**config.mk**
```make
export PLATFORM = sky130hd
export DESIGN_NAME = rectangle_edge_angle
export DESIGN_NICKNAME = d
export VERILOG_FILES = /design/src/design/rea_pkg.sv /design/src/design/rectangle_edge_angle.sv /design/src/design/rea_select.sv /design/src/design/rea_cordic.sv
export SDC_FILE = /design/constraint.sdc
export NUM_CORES = 2
export LEC_CHECK = 0
export ABC_AREA = 1
export BUFFER_PORTS_ARGS = -buffer_cell sky130_fd_sc_hd__buf_2
export CORE_MARGIN = 2
export CORE_UTILIZATION = 47
export CTS_CLUSTER_DIAMETER = 30
export DETAILED_ROUTE_END_ITERATION = 8
export GPL_TIMING_DRIVEN = 0
export REMOVE_ABC_BUFFERS = 1
export SYNTH_ARGS = -nofsm -noshare
export SYNTH_HDL_FRONTEND = slang
export SYNTH_SLANG_ARGS = --single-unit
```
**constraint.sdc**
```tcl
create_clock -name clk -period 30.8 [get_ports clk]
set_input_delay 3.08 -clock clk [delete_from_list [all_inputs] [get_ports clk]]
set_output_delay 3.08 -clock clk [all_outputs]
set_load 0.05 [all_outputs]
```
**src/design/rea_pkg.sv**
```systemverilog
// Package for the rectangle edge angle block: widths, CORDIC constants,
// the arctangent table and the word types passed between pipeline stages.
// No dependencies.
package rea_pkg;

  // CORDIC configuration; more than 24 stages is treated as 24
  localparam int CORDIC_STAGES   = 16;
  localparam int TABLE_LEN       = 24;
  localparam int NUM_STAGES      = (CORDIC_STAGES > TABLE_LEN) ? TABLE_LEN : CORDIC_STAGES;
  localparam int COORD_FRAC_BITS = 4;  // cancels in atan2, kept for reference

  // Datapath widths
  localparam int COORD_W  = 16;
  localparam int DIFF_W   = COORD_W + 1;
  localparam int XY_W     = 32;
  localparam int Z_W      = 24;
  localparam int ANGLE_W  = 16;
  localparam int PRESCALE_SHIFT = 12;
  localparam int ROUND_SHIFT    = 7;

  // Angle constants: z is radians * 2^20, output is radians * 2^13
  localparam logic signed [Z_W-1:0]     HALF_PI_Z   = 24'sd1647099;
  localparam logic signed [Z_W-1:0]     ROUND_HALF  = 24'sd64;
  localparam logic signed [ANGLE_W-1:0] PI_OUT      = 16'sd25736;
  localparam logic signed [ANGLE_W-1:0] HALF_PI_OUT = 16'sd12868;

  // Input word: corner k x at [32k +: 16], corner k y at [32k+16 +: 16]
  localparam int IN_TDATA_W  = 8 * COORD_W;
  // Output word: edge_angle, lowest_corner, second_corner, zero padded
  localparam int OUT_TDATA_W = 24;

  // Corner indices chosen by the selection stage
  typedef struct packed {
    logic [1:0] lowest;
    logic [1:0] second;
  } corner_sel_t;

  // Word carried through the CORDIC stages
  typedef struct packed {
    logic signed [XY_W-1:0]    x;
    logic signed [XY_W-1:0]    y;
    logic signed [Z_W-1:0]     z;
    logic                      bypass;        // axis or coincident case
    logic signed [ANGLE_W-1:0] bypass_angle;  // exact angle for that case
    corner_sel_t               sel;
  } cordic_word_t;

  // atan(2^-i) * 2^20, rounded to nearest
  function automatic logic signed [Z_W-1:0] atan_entry(input logic [4:0] i);
    logic signed [Z_W-1:0] r;
    case (i)
      5'd0:    r = 24'sd823550;
      5'd1:    r = 24'sd486170;
      5'd2:    r = 24'sd256879;
      5'd3:    r = 24'sd130396;
      5'd4:    r = 24'sd65451;
      5'd5:    r = 24'sd32757;
      5'd6:    r = 24'sd16383;
      5'd7:    r = 24'sd8192;
      5'd8:    r = 24'sd4096;
      5'd9:    r = 24'sd2048;
      5'd10:   r = 24'sd1024;
      5'd11:   r = 24'sd512;
      5'd12:   r = 24'sd256;
      5'd13:   r = 24'sd128;
      5'd14:   r = 24'sd64;
      5'd15:   r = 24'sd32;
      5'd16:   r = 24'sd16;
      5'd17:   r = 24'sd8;
      5'd18:   r = 24'sd4;
      5'd19:   r = 24'sd2;
      5'd20:   r = 24'sd1;
      default: r = '0;
    endcase
    return r;
  endfunction

endpackage

```
**src/design/rectangle_edge_angle.sv**
```systemverilog
// Rectangle edge angle: four corners in, atan2 of the lower edge out.
// Depth: 4 + NUM_STAGES + 1 register stages (NUM_STAGES is CORDIC_STAGES capped at 24).
// Throughput: one word per cycle unless m_tready stalls; every stage has its own valid bit and a
// stage loads when empty or draining, so bubbles close up during stalls.
// Reset (rst, synchronous) empties the pipeline; payload is not cleared.
module rectangle_edge_angle (
  input  logic                             clk,
  input  logic                             rst,
  // corner0_x, corner0_y, corner1_x, corner1_y, corner2_x, corner2_y,
  // corner3_x, corner3_y (16 bits each, from bit 0 up)
  input  logic [rea_pkg::IN_TDATA_W-1:0]   s_tdata,
  input  logic                             s_tvalid,
  output logic                             s_tready,
  // edge_angle [15:0], lowest_corner [17:16], second_corner [19:18], zeros
  output logic [rea_pkg::OUT_TDATA_W-1:0]  m_tdata,
  output logic                             m_tvalid,
  input  logic                             m_tready
);

  // Stage enables and valid bits
  logic en0, en1, en2, en3, en_out;
  logic v0, v1, v2, v3;
  logic c_in_ready, c_out_valid;

  // Stage 0: input word
  logic [rea_pkg::IN_TDATA_W-1:0] in_word;
  logic [3:0][rea_pkg::COORD_W-1:0] xs;
  logic [3:0][rea_pkg::COORD_W-1:0] ys;

  // Stage 1: selected corners
  rea_pkg::corner_sel_t sel;
  rea_pkg::corner_sel_t sel1;
  logic signed [rea_pkg::COORD_W-1:0] lx, ly, sx, sy;

  // Stage 2: edge vector
  rea_pkg::corner_sel_t sel2;
  logic signed [rea_pkg::DIFF_W-1:0] dx, dy;

  // Stage 3: CORDIC start word
  rea_pkg::cordic_word_t cw_next;
  rea_pkg::cordic_word_t cw;
  rea_pkg::cordic_word_t c_out;

  // Output stage
  logic signed [rea_pkg::Z_W:0]        z_rnd;
  logic signed [rea_pkg::Z_W:0]        z_shr;
  logic signed [rea_pkg::ANGLE_W-1:0]  angle_next;
  logic [rea_pkg::OUT_TDATA_W-1:0]     m_tdata_next;

  // Ready chain from the output register back to the input
  assign en_out   = !m_tvalid || m_tready;
  assign en3      = !v3 || c_in_ready;
  assign en2      = !v2 || en3;
  assign en1      = !v1 || en2;
  assign en0      = !v0 || en1;
  assign s_tready = en0;

  // Valid bits
  always_ff @(posedge clk) begin
    if (rst) begin
      v0       <= 1'b0;
      v1       <= 1'b0;
      v2       <= 1'b0;
      v3       <= 1'b0;
      m_tvalid <= 1'b0;
    end else begin
      if (en0)    v0       <= s_tvalid;
      if (en1)    v1       <= v0;
      if (en2)    v2       <= v1;
      if (en3)    v3       <= v2;
      if (en_out) m_tvalid <= c_out_valid;
    end
  end

  // Capture input word
  always_ff @(posedge clk) begin
    if (en0) begin
      in_word <= s_tdata;
    end
  end

  // Unpack corners
  always_comb begin
    for (int k = 0; k < 4; k++) begin
      xs[k] = in_word[2*k*rea_pkg::COORD_W +: rea_pkg::COORD_W];
      ys[k] = in_word[(2*k+1)*rea_pkg::COORD_W +: rea_pkg::COORD_W];
    end
  end

  rea_select u_select (
    .ys  (ys),
    .sel (sel)
  );

  // Stage 1: latch the two chosen corners
  always_ff @(posedge clk) begin
    if (en1) begin
      sel1 <= sel;
      lx   <= $signed(xs[sel.lowest]);
      ly   <= $signed(ys[sel.lowest]);
      sx   <= $signed(xs[sel.second]);
      sy   <= $signed(ys[sel.second]);
    end
  end

  // Stage 2: edge vector from lowest to second lowest
  always_ff @(posedge clk) begin
    if (en2) begin
      sel2 <= sel1;
      dx   <= rea_pkg::DIFF_W'(sx) - rea_pkg::DIFF_W'(lx);
      dy   <= rea_pkg::DIFF_W'(sy) - rea_pkg::DIFF_W'(ly);
    end
  end

  // Stage 3: axis cases, left half plane turn and prescale
  always_comb begin
    logic signed [rea_pkg::XY_W-1:0] ex;
    logic signed [rea_pkg::XY_W-1:0] ey;
    ex = rea_pkg::XY_W'(dx);
    ey = rea_pkg::XY_W'(dy);
    cw_next              = '0;
    cw_next.sel          = sel2;
    cw_next.bypass       = (dy == '0) || (dx == '0);
    cw_next.bypass_angle = '0;
    if (dy == '0) begin
      cw_next.bypass_angle = dx[rea_pkg::DIFF_W-1] ? rea_pkg::PI_OUT : '0;
    end else if (dx == '0) begin
      cw_next.bypass_angle = dy[rea_pkg::DIFF_W-1] ? -rea_pkg::HALF_PI_OUT
                                                   : rea_pkg::HALF_PI_OUT;
    end
    if (dx[rea_pkg::DIFF_W-1]) begin
      if (!dy[rea_pkg::DIFF_W-1]) begin
        cw_next.x = ey <<< rea_pkg::PRESCALE_SHIFT;
        cw_next.y = (-ex) <<< rea_pkg::PRESCALE_SHIFT;
        cw_next.z = rea_pkg::HALF_PI_Z;
      end else begin
        cw_next.x = (-ey) <<< rea_pkg::PRESCALE_SHIFT;
        cw_next.y = ex <<< rea_pkg::PRESCALE_SHIFT;
        cw_next.z = -rea_pkg::HALF_PI_Z;
      end
    end else begin
      cw_next.x = ex <<< rea_pkg::PRESCALE_SHIFT;
      cw_next.y = ey <<< rea_pkg::PRESCALE_SHIFT;
      cw_next.z = '0;
    end
  end

  always_ff @(posedge clk) begin
    if (en3) begin
      cw <= cw_next;
    end
  end

  rea_cordic u_cordic (
    .clk       (clk),
    .rst       (rst),
    .in_valid  (v3),
    .in_ready  (c_in_ready),
    .in_word   (cw),
    .out_valid (c_out_valid),
    .out_ready (en_out),
    .out_word  (c_out)
  );

  // Round half up to Q3.13 and saturate to +-pi
  always_comb begin
    z_rnd = (rea_pkg::Z_W+1)'(c_out.z) + (rea_pkg::Z_W+1)'(rea_pkg::ROUND_HALF);
    z_shr = z_rnd >>> rea_pkg::ROUND_SHIFT;
    if (z_shr > (rea_pkg::Z_W+1)'(rea_pkg::PI_OUT)) begin
      angle_next = rea_pkg::PI_OUT;
    end else if (z_shr < -((rea_pkg::Z_W+1)'(rea_pkg::PI_OUT))) begin
      angle_next = -rea_pkg::PI_OUT;
    end else begin
      angle_next = z_shr[rea_pkg::ANGLE_W-1:0];
    end
    if (c_out.bypass) begin
      angle_next = c_out.bypass_angle;
    end
    m_tdata_next = '0;
    m_tdata_next[rea_pkg::ANGLE_W-1:0]              = angle_next;
    m_tdata_next[rea_pkg::ANGLE_W +: 2]             = c_out.sel.lowest;
    m_tdata_next[rea_pkg::ANGLE_W + 2 +: 2]         = c_out.sel.second;
  end

  // Output register
  always_ff @(posedge clk) begin
    if (en_out) begin
      m_tdata <= m_tdata_next;
    end
  end

endmodule

```
**src/design/rea_select.sv**
```systemverilog
// Corner selection: finds the corner with the smallest y and the one with
// the second smallest y, earlier corner winning ties. Uses rea_pkg.
module rea_select (
  input  logic [3:0][rea_pkg::COORD_W-1:0] ys,
  output rea_pkg::corner_sel_t             sel
);

  // Walk corners 1..3 against the running lowest and second lowest
  always_comb begin
    logic [1:0] lo;
    logic [1:0] se;
    logic       have_se;
    lo      = 2'd0;
    se      = 2'd0;
    have_se = 1'b0;
    for (int i = 1; i < 4; i++) begin
      if ($signed(ys[i]) < $signed(ys[lo])) begin
        se      = lo;
        have_se = 1'b1;
        lo      = 2'(i);
      end else if (!have_se || ($signed(ys[i]) < $signed(ys[se]))) begin
        se      = 2'(i);
        have_se = 1'b1;
      end
    end
    sel.lowest = lo;
    sel.second = se;
  end

endmodule

```
**src/design/rea_cordic.sv**
```systemverilog
// Vectoring CORDIC pipeline: one register stage per iteration with its own
// valid bits and ready chain. Uses rea_pkg for widths, table and word type.
module rea_cordic (
  input  logic                  clk,
  input  logic                  rst,
  input  logic                  in_valid,
  output logic                  in_ready,
  input  rea_pkg::cordic_word_t in_word,
  output logic                  out_valid,
  input  logic                  out_ready,
  output rea_pkg::cordic_word_t out_word
);

  localparam int N = rea_pkg::NUM_STAGES;

  rea_pkg::cordic_word_t st   [N];
  rea_pkg::cordic_word_t step [N];
  logic [N-1:0]          vld;
  logic [N-1:0]          en;

  genvar g;
  generate
    for (g = 0; g < N; g++) begin : g_stage
      rea_pkg::cordic_word_t src;
      logic                  src_valid;
      logic                  next_en;

      if (g == 0) begin : g_first
        assign src       = in_word;
        assign src_valid = in_valid;
      end else begin : g_rest
        assign src       = st[g-1];
        assign src_valid = vld[g-1];
      end

      if (g == N - 1) begin : g_last
        assign next_en = out_ready;
      end else begin : g_mid
        assign next_en = en[g+1];
      end

      // Stage may load when empty or when its word moves on
      assign en[g] = !vld[g] || next_en;

      // One rotation towards y = 0; arithmetic shifts floor
      always_comb begin
        logic signed [rea_pkg::XY_W-1:0] xs;
        logic signed [rea_pkg::XY_W-1:0] ys;
        xs   = src.x >>> g;
        ys   = src.y >>> g;
        step[g] = src;
        if (!src.y[rea_pkg::XY_W-1]) begin
          step[g].x = src.x + ys;
          step[g].y = src.y - xs;
          step[g].z = src.z + rea_pkg::atan_entry(5'(g));
        end else begin
          step[g].x = src.x - ys;
          step[g].y = src.y + xs;
          step[g].z = src.z - rea_pkg::atan_entry(5'(g));
        end
      end

      // Hold valid bit
      always_ff @(posedge clk) begin
        if (rst) begin
          vld[g] <= 1'b0;
        end else if (en[g]) begin
          vld[g] <= src_valid;
        end
      end

      // Hold payload
      always_ff @(posedge clk) begin
        if (en[g]) begin
          st[g] <= step[g];
        end
      end
    end
  endgenerate

  assign in_ready  = en[0];
  assign out_valid = vld[N-1];
  assign out_word  = st[N-1];

endmodule

```
==> impl_results.md <==
* Status: completed
* CTS sink count at 1,635
* Worst Path Arrival at 14,080 ps
* Post-Layout Cell Count at 15,820
* Antenna Violating Nets Remaining at 0
* Port Buf Inserts at 153
* Synth Register Bits at 1,635
* FF-to-FF Start: m_tvalid
* Highest clock rate at 58.27 MHz
* Slew Limit Fails at 0
* Critical path capture point type: output port
* Initial antenna violation count at 14
* Hold Violations, Final at 0
* Crit path capture: s_tready
* Post_cts resized at 0
* Synthesis-to-layout area growth at 15.91%
* Total Neg Setup Slack at 0 ps
* CP Launch Type: input port
* Unrepaired setup endpoints after global routing: no
* Core Box Area at 238,300 um2
* Syn Inst Count at 11,950
* HP Class: register to register
* Crit path largest cell delay at 880 ps
* Syn Std Cell Area at 112,800 um2
* Post-synth top flop: edfxtp_1
* IO Pins at 158
* Netlist cell types at 60
* CTS max path bufs at 4
* Mapped Avg Cell Area at 9.435 um2
* Post-synth top cells: 1,631 x nand2_1, 1,614 x edfxtp_1, 1,498 x inv_1, 1,207 x ha_1, 1,189 x a21oi_1
* Post-CTS Setup Repair Bufs at 0
* H-Tree Level Count at 5
* CTS Root Cell: clkbuf_16
* Share of cells above drive strength 1 at 0.07174
* EDFF count, synth at 1,614
* Ranking of synthesized cells by area: edfxtp_1 43%, ha_1 13%, xor2_1 8.7%
* Clock Pin Slew Worst Setup and Hold Paths at 50 ps
* Fillers at 20,900
* Crit-path leading delay family: buffers and inverters
* DP Cell Count at 15,130
* Total iterations of the first detailed-routing run at 6
* Worst path most repeated cell: nor2_2
* Count of final setup violators at 0
* Starting Density at 0.4732
* Number of global-route vias before repair at 82,810
* Detailed Route Iter0 Violations at 4,992
* Flop2flop setup slack at 19,350 ps
* Nets at 13,730
* Routed WL at 282,200 um
* Pre-CTS setup slack at 13,290 ps
* Sequential share of the synthesized area at 0.4335
* Global-route wire length before repair at 441,700 um
* # hold bufs at CTS at 0
* WL/cell at 17.84 um
* Share of the synthesized area in the top cell type at 0.4298
* CP startpoint: m_tready
* Actual slew at the worst max-slew pin at 1390 ps
* Slew margin rel. at 0.07222
* Clk Latency, worst-skew pair at 960 ps
* Worst r2r dst: sy[11]
* Slowest cell on crit path: inv_2
* Global route total overflow at 0
* Clk_skew at 96.25 ps
* Largest net degree at the start of global routing at 131
* Vias per cell at 5.287
* Area of the multi-input gates at 57,400 um2
* Placer congestion estimate at 0.9255
* GRT Total Usage at 0.2274
* DRC viols at 0
* Critical Path Stages at 45
* R2R depth at 44
* Cts bufs inserted at 378
* CP Buf/Inv Count at 24
* Vias at 83,620
* Die Y at 493.8 um
* Ys async rst share at 0
* Most frequent cell after synthesis: nand2_1
* Critical Path RT at 27,720 ps
* CTS tree: built
* Hpwl dp at 221,700 um
* Die span in x at 493.8 um
* Die area at 243,900 um2
* Setup ws final at 13,640 ps
* Final period util at 0.5572
* Ys Warns at 0
* Worst-path maximum fanout at 130
* Max-cap violations at 0
* Dominant cell type by area after synthesis: edfxtp_1
* Site row count at 179
* Tmin final at 17,160 ps
* Sequential cell area at 48,890 um2
* Critical path class: input port to output port
## registers in the layout (all words and copies together), names as in the netlist, 4 cells and up
signal	flops
cw_next	4
sx	16
dy	17
u_cordic.g_stage.src_valid	15
cw	54
ly	16
lx	16
sy	16
dx	17
sel1	4
m_tdata	20
u_cordic.st	1306
in_word	128
## worst min path at each step
stage                        startpoint             endpoint  slack [ps]  cells after the start
floorplan                    cw_next[0]                cw[0]         400                      0
global placement    u_cordic.st[0][783]   u_cordic.st[1][20]         400                      0
detailed placement   u_cordic.st[0][19]  u_cordic.st[0][128]         400                      0
CTS                 u_cordic.st[1][112]  u_cordic.st[1][221]         330                      0
global route        u_cordic.st[1][112]  u_cordic.st[1][221]         340                      0
finish              u_cordic.st[1][112]  u_cordic.st[1][221]         340                      0
## cell type report
| class | instances | area share |
|---|---|---|
| Tap cell | 3167 | 0.03032 |
| Clock inverter | 258 | 0.02312 |
| Antenna cell | 9 | 0.0001723 |
| Inverter | 1529 | 0.04421 |
| Sequential cell | 1635 | 0.3740 |
| Timing Repair Buffer | 195 | 0.01432 |
| Clock buffer | 421 | 0.07473 |
| Multi-Input combinational cell | 8604 | 0.4391 |
## metal layers
metal	GRT usage	vias up	wire length, um
li1	-	42230	-
met1	0.2684	38930	117500
met2	0.4068	1799	140900
met4	0.1125	4	13970
met5	0	-	23
met3	0.02773	665	9777
## through the flow
stage          hold WS [ps]  cell area, um2  utilization
3_3_place_gp          401.4          116700       0.4898
5_1_grt               341.9          130700       0.5485
4_1_cts               333.4          130700       0.5483
2_1_floorplan         400.3          112000            -
3_5_place_dp          404.5          117900       0.4946
6_report              343.7          130700       0.5485
## cells in the final DEF (no fill, tap or decap), drive strengths merged, types with 5 or more instances in the layout
cell	synthesis	layout
a211oi	83	83
a21boi	5	5
a21o	53	53
a21oi	1190	1190
a31oi	80	80
and2	10	10
buf	64	195
bufinv	0	50
clkbuf	126	421
clkinv	7	118
clkinvlp	0	49
conb	1	7
dfxtp	21	21
diode	0	9
edfxtp	1614	1614
fa	45	45
ha	1207	1207
inv	1522	1570
nand2	1637	1637
nand3	435	435
nand3b	13	13
nand4	128	128
nor2	848	848
nor3	232	232
nor4	72	72
o211ai	29	29
o21a	8	8
o21ai	619	619
o21bai	103	103
o221ai	18	18
o22ai	31	31
o31ai	67	67
or2	25	25
or4	5	5
xnor2	498	498
xor2	1120	1120
## logic make-up after synthesis
family                     Yosys count  synth area share
and+or+nand+nor                   3418            0.1280
AOI/OAI and AO/OA                 2307            0.1127
buffers and inverters             1719           0.05800
DFF                               1635            0.4335
xor gates and xnor gates          1618            0.1257
adders and majority gates         1252            0.1419
muxes                                2         0.0001775
other                                1        0.00003325
Power is left out: the tool's default activity adds up to more than one toggle a clock period on the data nets, which glitch-free logic cannot reach.
